--- src/sv/arqsw_pkg.sv ---
// Shared constants, codes and beat types of the ARQ sender window.
package arqsw_pkg;

    localparam int DEPTH = 31;
    localparam int CW    = $clog2(DEPTH + 1);
    localparam int PW    = (DEPTH > 1) ? $clog2(DEPTH) : 1;

    localparam logic [1:0] KIND_SEND = 2'd0;
    localparam logic [1:0] KIND_ACK  = 2'd1;
    localparam logic [1:0] KIND_NACK = 2'd2;
    localparam logic [1:0] KIND_TICK = 2'd3;

    localparam logic [1:0] ACT_NONE    = 2'd0;
    localparam logic [1:0] ACT_SEND    = 2'd1;
    localparam logic [1:0] ACT_RESEND  = 2'd2;
    localparam logic [1:0] ACT_REFUSED = 2'd3;

    localparam logic [3:0] DUP_HOLDOFF = 4'hB;   // -5
    localparam logic [3:0] DUP_FAST    = 4'd3;
    localparam logic [7:0] CREDIT_RST  = 8'd1;
    localparam logic [7:0] TIMEOUT_RST = 8'd2;

    typedef struct packed {
        logic [1:0]  kind;
        logic [7:0]  seqnum;
        logic [4:0]  window;
        logic [31:0] now;
        logic        finishing;
    } t_in_item;

    typedef struct packed {
        logic [1:0] action;
        logic [7:0] out_seqnum;
        logic [4:0] in_flight;
        logic       last;
    } t_out_item;

    typedef struct packed {
        logic load;
        logic exec;
        logic scan_rd;
        logic scan_chk;
        logic scan_end;
    } t_ctl_cmd;

    typedef struct packed {
        logic is_tick;
        logic scan_done;
    } t_ctl_sts;

endpackage

--- src/sv/arq_sender_window_top.sv ---
// Top level of the ARQ sender window: sequencer plus datapath.
//
//  channel   direction  signals                          beat taken when
//  command   in         start, busy, i_cmd               start && !busy
//  result    out        o_res_valid, o_res               o_res_valid (one cycle)
//  config    in         i_cfg_valid, o_cfg_ready, data   i_cfg_valid && o_cfg_ready
//
// Send, ack and nack are loaded, run in the exec state and give a registered result beat.
// A tick scans the held entries with a read and a check state each, then ends; the single-port
// send-time memory is read one entry per step.
// Reset is synchronous and active low; the receiver cannot stall results.
module arq_sender_window_top (
    input  logic                 i_clk,
    input  logic                 i_rst_n,
    input  logic                 start,
    output logic                 busy,
    input  arqsw_pkg::t_in_item  i_cmd,
    output logic                 o_res_valid,
    output arqsw_pkg::t_out_item o_res,
    input  logic                 i_cfg_valid,
    output logic                 o_cfg_ready,
    input  logic [7:0]           i_cfg_data
);
    import arqsw_pkg::*;

    t_ctl_cmd ctl;
    t_ctl_sts sts;

    arqsw_ctrl u_ctrl (
        .i_clk   (i_clk),
        .i_rst_n (i_rst_n),
        .start   (start),
        .i_sts   (sts),
        .o_cmd   (ctl),
        .busy    (busy)
    );

    arqsw_dp u_dp (
        .i_clk       (i_clk),
        .i_rst_n     (i_rst_n),
        .i_cmd       (i_cmd),
        .i_cfg_valid (i_cfg_valid),
        .i_cfg_data  (i_cfg_data),
        .i_ctl       (ctl),
        .o_sts       (sts),
        .o_res_valid (o_res_valid),
        .o_res       (o_res)
    );

    assign o_cfg_ready = 1'b1;

endmodule

--- src/sv/arqsw_ctrl.sv ---
// Sequencer that steps the datapath through single-step commands and tick scans.
module arqsw_ctrl (
    input  logic               i_clk,
    input  logic               i_rst_n,
    input  logic               start,
    input  arqsw_pkg::t_ctl_sts i_sts,
    output arqsw_pkg::t_ctl_cmd o_cmd,
    output logic               busy
);
    import arqsw_pkg::*;

    localparam logic [2:0] S_IDLE = 3'd0;
    localparam logic [2:0] S_EXEC = 3'd1;
    localparam logic [2:0] S_SRD  = 3'd2;
    localparam logic [2:0] S_SCHK = 3'd3;
    localparam logic [2:0] S_SEND = 3'd4;

    logic [2:0] r_state, n_state;

    always_comb begin
        n_state = r_state;
        o_cmd   = '0;
        unique case (r_state)
            S_IDLE: begin
                if (start) begin
                    o_cmd.load = 1'b1;
                    n_state = i_sts.is_tick ? S_SRD : S_EXEC;
                end
            end
            S_EXEC: begin
                o_cmd.exec = 1'b1;
                n_state = S_IDLE;
            end
            S_SRD: begin
                if (i_sts.scan_done) begin
                    n_state = S_SEND;
                end else begin
                    o_cmd.scan_rd = 1'b1;
                    n_state = S_SCHK;
                end
            end
            S_SCHK: begin
                o_cmd.scan_chk = 1'b1;
                n_state = S_SRD;
            end
            S_SEND: begin
                o_cmd.scan_end = 1'b1;
                n_state = S_IDLE;
            end
            default: n_state = S_IDLE;
        endcase
    end

    always_ff @(posedge i_clk) begin
        if (!i_rst_n) begin
            r_state <= S_IDLE;
        end else begin
            r_state <= n_state;
        end
    end

    assign busy = (r_state != S_IDLE);

endmodule

--- src/sv/arqsw_dp.sv ---
// Window state, send-time memory and result register of the ARQ sender.
module arqsw_dp (
    input  logic                i_clk,
    input  logic                i_rst_n,
    input  arqsw_pkg::t_in_item i_cmd,
    input  logic                i_cfg_valid,
    input  logic [7:0]          i_cfg_data,
    input  arqsw_pkg::t_ctl_cmd i_ctl,
    output arqsw_pkg::t_ctl_sts o_sts,
    output logic                o_res_valid,
    output arqsw_pkg::t_out_item o_res
);
    import arqsw_pkg::*;

    logic [31:0] mem [DEPTH];

    t_in_item    r_item;
    logic [CW-1:0] r_held, n_held;
    logic [PW-1:0] r_head, n_head;
    logic [7:0]  r_next_seq, n_next_seq;
    logic [7:0]  r_credit, n_credit;
    logic [7:0]  r_sent, n_sent;
    logic [7:0]  r_dup_seq, n_dup_seq;
    logic [3:0]  r_dup_cnt, n_dup_cnt;
    logic [7:0]  r_timeout;
    logic [CW-1:0] r_idx;
    logic [PW-1:0] r_addr;
    logic [31:0] r_rdata;
    logic        r_pend, n_pend;
    logic [7:0]  r_pend_seq, n_pend_seq;
    logic        r_res_valid, n_res_valid;
    t_out_item   r_res, n_res;

    logic [7:0]    head_seq, off8, sent_inc;
    logic [CW-1:0] off, rest;
    logic [PW+1:0] sum_ack, sum_tail;
    logic [PW-1:0] ack_head, tail_addr, addr_inc;
    logic          useful, send_ok, nack_hit, expired, mem_we;
    logic [3:0]    dup_new;
    logic [31:0]   age;

    assign head_seq = r_next_seq - 8'(r_held);
    assign off8     = r_item.seqnum - head_seq;
    assign sent_inc = (r_sent != 8'hFF) ? r_sent + 8'd1 : r_sent;
    assign useful   = (r_held == '0) || (off8 <= 8'(r_held));
    assign off      = (r_held == '0) ? '0 : CW'(off8);
    assign rest     = r_held - off;
    assign nack_hit = off8 < 8'(r_held);
    assign send_ok  = (r_sent < r_credit) && (r_held < CW'(DEPTH));
    assign dup_new  = (r_dup_seq == r_item.seqnum) ? r_dup_cnt + 4'd1 : 4'd1;

    // Circular buffer pointers wrap with one compare and subtract; the scan address wraps to zero.
    assign sum_ack   = (PW+2)'(r_head) + (PW+2)'(off);
    assign ack_head  = (sum_ack >= (PW+2)'(DEPTH)) ? PW'(sum_ack - (PW+2)'(DEPTH))
                                                   : PW'(sum_ack);
    assign sum_tail  = (PW+2)'(r_head) + (PW+2)'(r_held);
    assign tail_addr = (sum_tail >= (PW+2)'(DEPTH)) ? PW'(sum_tail - (PW+2)'(DEPTH))
                                                    : PW'(sum_tail);
    assign addr_inc  = ((PW+1)'(r_addr) + 1'b1 >= (PW+1)'(DEPTH)) ? '0 : r_addr + 1'b1;

    assign age     = r_item.now - r_rdata;
    assign expired = age > {24'd0, r_timeout};
    assign mem_we  = i_ctl.exec && (r_item.kind == KIND_SEND) && send_ok;

    assign o_sts.is_tick   = (i_cmd.kind == KIND_TICK);
    assign o_sts.scan_done = (r_idx == r_held);

    always_comb begin
        n_held      = r_held;
        n_head      = r_head;
        n_next_seq  = r_next_seq;
        n_credit    = r_credit;
        n_sent      = r_sent;
        n_dup_seq   = r_dup_seq;
        n_dup_cnt   = r_dup_cnt;
        n_pend      = r_pend;
        n_pend_seq  = r_pend_seq;
        n_res_valid = 1'b0;
        n_res       = r_res;
        if (i_ctl.load) begin
            n_pend = 1'b0;
        end
        if (i_ctl.exec) begin
            n_res_valid      = 1'b1;
            n_res.action     = ACT_NONE;
            n_res.out_seqnum = 8'd0;
            n_res.last       = 1'b1;
            unique case (r_item.kind)
                KIND_SEND: begin
                    if (send_ok) begin
                        n_held           = r_held + 1'b1;
                        n_next_seq       = r_next_seq + 8'd1;
                        n_sent           = sent_inc;
                        n_res.action     = ACT_SEND;
                        n_res.out_seqnum = r_next_seq;
                    end else begin
                        n_res.action = ACT_REFUSED;
                    end
                end
                KIND_ACK: begin
                    if (useful) begin
                        n_held    = rest;
                        n_head    = ack_head;
                        n_credit  = {3'd0, r_item.window};
                        n_sent    = 8'd0;
                        n_dup_seq = r_item.seqnum;
                        n_dup_cnt = dup_new;
                        // After freeing, the acked entry is held exactly when it is the oldest.
                        if (rest != '0 && !dup_new[3] && dup_new >= DUP_FAST
                                && !r_item.finishing) begin
                            n_dup_cnt        = DUP_HOLDOFF;
                            n_sent           = 8'd1;
                            n_res.action     = ACT_RESEND;
                            n_res.out_seqnum = r_item.seqnum;
                        end
                    end
                end
                KIND_NACK: begin
                    if (nack_hit) begin
                        n_sent           = sent_inc;
                        n_res.action     = ACT_RESEND;
                        n_res.out_seqnum = r_item.seqnum;
                    end
                end
                default: ;
            endcase
            n_res.in_flight = 5'(n_held);
        end
        // A found entry is held back one step so the final one can carry last.
        if (i_ctl.scan_chk && expired) begin
            n_sent     = sent_inc;
            n_pend     = 1'b1;
            n_pend_seq = head_seq + 8'(r_idx);
            if (r_pend) begin
                n_res_valid      = 1'b1;
                n_res.action     = ACT_RESEND;
                n_res.out_seqnum = r_pend_seq;
                n_res.in_flight  = 5'(r_held);
                n_res.last       = 1'b0;
            end
        end
        if (i_ctl.scan_end) begin
            n_res_valid      = 1'b1;
            n_res.action     = r_pend ? ACT_RESEND : ACT_NONE;
            n_res.out_seqnum = r_pend ? r_pend_seq : 8'd0;
            n_res.in_flight  = 5'(r_held);
            n_res.last       = 1'b1;
        end
    end

    always_ff @(posedge i_clk) begin
        if (mem_we) begin
            mem[tail_addr] <= r_item.now;
        end
        if (i_ctl.scan_rd) begin
            r_rdata <= mem[r_addr];
        end
    end

    always_ff @(posedge i_clk) begin
        if (i_ctl.load) begin
            r_item <= i_cmd;
        end
        if (i_ctl.load) begin
            r_idx  <= '0;
            r_addr <= r_head;
        end else if (i_ctl.scan_chk) begin
            r_idx  <= r_idx + 1'b1;
            r_addr <= addr_inc;
        end
        r_pend_seq <= n_pend_seq;
        r_res      <= n_res;
    end

    always_ff @(posedge i_clk) begin
        if (!i_rst_n) begin
            r_held      <= '0;
            r_head      <= '0;
            r_next_seq  <= 8'd0;
            r_credit    <= CREDIT_RST;
            r_sent      <= 8'd0;
            r_dup_seq   <= 8'd0;
            r_dup_cnt   <= 4'd0;
            r_timeout   <= TIMEOUT_RST;
            r_pend      <= 1'b0;
            r_res_valid <= 1'b0;
        end else begin
            r_held      <= n_held;
            r_head      <= n_head;
            r_next_seq  <= n_next_seq;
            r_credit    <= n_credit;
            r_sent      <= n_sent;
            r_dup_seq   <= n_dup_seq;
            r_dup_cnt   <= n_dup_cnt;
            r_pend      <= n_pend;
            r_res_valid <= n_res_valid;
            if (i_cfg_valid) begin
                r_timeout <= i_cfg_data;
            end
        end
    end

    assign o_res_valid = r_res_valid;
    assign o_res       = r_res;

endmodule
--- config.mk ---
export PLATFORM = sky130hd
export DESIGN_NAME = arq_sender_window_top
export DESIGN_NICKNAME = d
export VERILOG_FILES = /design/src/sv/arqsw_pkg.sv /design/src/sv/arq_sender_window_top.sv /design/src/sv/arqsw_ctrl.sv /design/src/sv/arqsw_dp.sv
export SDC_FILE = /design/constraint.sdc
export NUM_CORES = 1
export LEC_CHECK = 0
export BUFFER_PORTS_ARGS = -buffer_cell sky130_fd_sc_hd__buf_4
export CAP_MARGIN = 10
export CORE_ASPECT_RATIO = 0.9
export CORE_MARGIN = 10
export CORE_UTILIZATION = 44
export CTS_BUF_LIST = sky130_fd_sc_hd__clkbuf_2 sky130_fd_sc_hd__clkbuf_4 sky130_fd_sc_hd__clkbuf_8
export DETAILED_ROUTE_END_ITERATION = 10
export GPL_ROUTABILITY_DRIVEN = 0
export GPL_TIMING_DRIVEN = 0
export MAX_ROUTING_LAYER = met4
export PLACE_DENSITY_LB_ADDON = 0.2
export SLEW_MARGIN = 0
export SYNTH_ARGS = -nofsm -noshare
export SYNTH_HDL_FRONTEND = slang
export SYNTH_SLANG_ARGS = --single-unit
--- constraint.sdc ---
create_clock -name i_clk -period 13.2 [get_ports i_clk]
set_clock_uncertainty 0.2 [all_clocks]
set_input_delay 1.98 -clock i_clk [delete_from_list [all_inputs] [get_ports i_clk]]
set_output_delay 1.98 -clock i_clk [all_outputs]
set_load 0.02 [all_outputs]
==> flow_metrics.env <==
export IMPL_worstHoldPathType="register to register"
export IMPL_groute_usage_overall_pct=21.0
export IMPL_initial_antenna_violation_count=2
export IMPL_mappedNetlistNets=2821
export IMPL_synth_async_reset_ratio_pct=0
export IMPL_synth_lib_cells_used_distinct=83
export IMPL_synth_yosys_seq_area_share_pct=70.5
export IMPL_finalCriticalPeriod_ns=6.47
export IMPL_final_setup_tns_ns=0
export IMPL_drt_wirelength_per_cell_um=27.4
export IMPL_overflow_left_after_global_routing=0
export IMPL_grt_start_max_net_pins=41
export IMPL_htree_num_levels=4
export IMPL_drt_first_iter_violations=2718
export IMPL_max_clock_freq_mhz=155
export IMPL_tritoncts_num_buffers=184
export IMPL_power_leakage_nw=18.4
export IMPL_finalMaxSlewViolations=0
export IMPL_drc_errors=0
export IMPL_avgSynthCellArea_um2=18.1
export IMPL_cts_resized_gates=0
export IMPL_placement_io_buffers=76
export IMPL_netlist_area_um2=48400
export IMPL_timing_hold_violations_final=0
export IMPL_fp_dieH_um=335
export IMPL_p_sw_mw=2.08
export IMPL_clock_slew_seen_by_the_registers_of_the_worst_setup_and_hold_paths_ns=0.06
export IMPL_clk_latency_ns=0.87
export IMPL_register_area_um2=34100
export IMPL_cts_tree="done"
export IMPL_dp_hpwl_mm=85.6
export IMPL_wl_met1_mm=53.4
export IMPL_setup_crit_start_kind="register"
export IMPL_initial_core_util_pct=44.3
export IMPL_postSynthCellCount=2666
export IMPL_ys_flop_type="edfxtp_1"
export IMPL_post_cts_buffers=0
export IMPL_drt_pass1_iter_count=6
export IMPL_crit_required_ns=13.75
export IMPL_period_share_pct=49.0
export IMPL_postSynthRegisterBits=1162
export IMPL_first_global_vias=27269
export IMPL_worstPathArrival_ns=7.02
export IMPL_timing_max_slew_rel_slack_pct=19.9
export IMPL_mostFrequentLayoutCell="edfxtp_1"
export IMPL_irDropWorstVdd_mv=0.0995
export IMPL_setup_repair_after_global_routing_missed_its_margin="no"
export IMPL_met2_length_mm=60.3
export IMPL_synth_warnings=0
export IMPL_grt_first_pass_wirelength_mm=184
export IMPL_fin_util_pct=50.9
export IMPL_route_top_layer_used="met4"
export IMPL_internal_power_mw=6.15
export IMPL_power_clock_fraction_pct=36.7
export IMPL_post_cts_hold_buffer_count=0
export IMPL_core_um2=109000
export IMPL_drt_total_wl_mm=126
export IMPL_area_delta_synth_final_pct=14.9
export IMPL_floorplan_rows=115
export IMPL_clock_tree_buffer_depth=3
export IMPL_detailroute_via_count=26536
export IMPL_crit_fanout=32
export IMPL_setup_viol_count_final=0
export IMPL_layout_drive_gt1_share_pct=25.3
export IMPL_count_of_flip_flops_with_a_built_in_enable_after_synthesis=1085
export IMPL_max_cap_violations=0
export IMPL_end_kind="register"
export IMPL_seq_power_share_pct=50.9
export IMPL_sw_frac_of_total_pct=25.2
export IMPL_fillerInstances=8766
export IMPL_path_class="register to register"
export IMPL_power_density_cell_area_nw_per_um2=148
export IMPL_worst_slew_pin_slew_ns=1.20
export IMPL_most_common_layout_cells="edfxtp_1, mux4_2, clkbuf_8"
export IMPL_cts_num_sinks=1162
export IMPL_clock_root_buffer="clkbuf_8"
export IMPL_outcome="complete, no violations"
export IMPL_multi_input_area_um2=13700
export IMPL_avg_vias_per_cell=5.77
export IMPL_design_die_area_um2=124000
export IMPL_power_combinational_fraction_pct=12.4
export IMPL_dieWidth_um=369
export IMPL_final_net_count=3135
export IMPL_pin_count=79
export IMPL_antenna_violating_nets_post_route=0
export IMPL_wl_met3_mm=8.27
==> state kept, by name, summed over array words and instances, names as in the netlist, 8 cells and up <==
register,flops
u_dp.r_timeout,8
u_dp.r_pend_seq,8
u_dp.o_res,16
u_dp.r_dup_seq,8
u_dp.r_rdata,32
u_dp.r_next_seq,8
u_dp.mem,992
u_dp.r_item,48
u_dp.r_sent,8
==> cell type report <==
type / instances / area share, %
tap: 1462 / 3.29
antenna: 2 / 0.00900
buffer: 121 / 0.871
sequential: 1162 / 61.4
multi-input combinational: 1299 / 24.6
inverter: 84 / 0.567
clock buffer: 249 / 5.53
clock inverter: 88 / 0.968
timing repair buffer: 128 / 2.77
==> power groups by stage <==
stage	Sequential [mW]	Combinational, mW	Clock (mW)
final	4.19	1.02	3.02
after global routing	4.19	1.10	3.24
after CTS	4.18	1.02	3.08
after detailed placement	4.26	1.01	0
after global placement	4.26	0.986	0
after floorplan	4.23	0.660	0
==> per-stage QoR <==
step	hold WS (ns)	total power [mW]	setup slack, ns	cell area, µm²	std cells
after floorplan	0.233	4.89	8.63	48400	2666
after global placement	0.249	5.24	5.74	50800	4204
after detailed placement	0.259	5.28	6.82	51800	4246
after CTS	0.258	8.28	6.81	55500	4583
after global routing	0.276	8.53	6.35	55600	4595
final	0.256	8.23	6.73	55600	4595
==> layer usage <==
| layer | GRT usage (%) | up-vias |
|---|---|---|
| met4 | 7.57 | 0 |
| li1 | - | 11397 |
| met2 | 32.4 | 1085 |
| met1 | 27.9 | 13795 |
| met3 | 3.72 | 259 |
| met5 | - | - |
==> cell families (layout without fill, tap and decap cells) <==
group | Yosys count | after routing | synth area share [%]
other | 1 | 3 | 0.00775
muxes | 365 | 365 | 15.1
buffers and inverters | 205 | 670 | 1.63
AOI/OAI and AO/OA | 328 | 328 | 4.45
adders and majority gates | 96 | 96 | 2.59
xor gates and xnor gates | 83 | 83 | 1.53
and+or+nand+nor | 426 | 426 | 4.15
DFF | 1162 | 1162 | 70.5
==> critical path: stages (launching register included) <==
cell and delay, ns:
edfxtp_1 0.78, ha_1 0.62, o211ai_1 0.14, a21oi_1 0.57, nand2b_1 0.22, a31oi_1 0.11
xnor2_1 0.44, ha_1 0.35, a21oi_1 0.12, o21ai_0 0.12, o21ai_0 0.64, o2111ai_1 0.20
nor4_1 0.21, nand4_1 0.16, or4_4 0.64, nand2_1 0.27, a21boi_1 0.23, a22o_1 0.29
==> worst paths after layout <==
path	from	end	cells after the start	slack, ns
max	u_dp.r_item[5]$_DFFE_PP_	u_dp.o_res[11]$_DFF_P_	17	6.73
min	u_dp.r_pend_seq[1]$_DFFE_PN_	u_dp.o_res[7]$_DFF_P_	1	0.26
max reg2reg	u_dp.r_item[5]$_DFFE_PP_	u_dp.o_res[11]$_DFF_P_	17	6.73
min reg2reg	u_dp.r_pend_seq[1]$_DFFE_PN_	u_dp.o_res[7]$_DFF_P_	1	0.26
==> synth_stat cells (all sizes together), types with 21 or more instances <==
library cell | number | share of area, %
buf | 31 | 0.28
xor2 | 47 | 0.85
nand3 | 30 | 0.31
xnor2 | 35 | 0.63
ha | 88 | 2.3
edfxtp | 1085 | 67
dfxtp | 77 | 3.2
mux2 | 32 | 0.75
mux2i | 45 | 0.93
nand2 | 173 | 1.3
inv | 84 | 0.65
a21boi | 28 | 0.46
clkbuf | 90 | 0.70
nand4 | 21 | 0.27
nor2b | 22 | 0.28
nor3 | 24 | 0.26
a21o | 21 | 0.33
nor2 | 85 | 0.66
o21ai | 94 | 0.98
a21oi | 78 | 0.81
mux4 | 288 | 13
No activity file was read; power rests on OpenSTA's default activity.
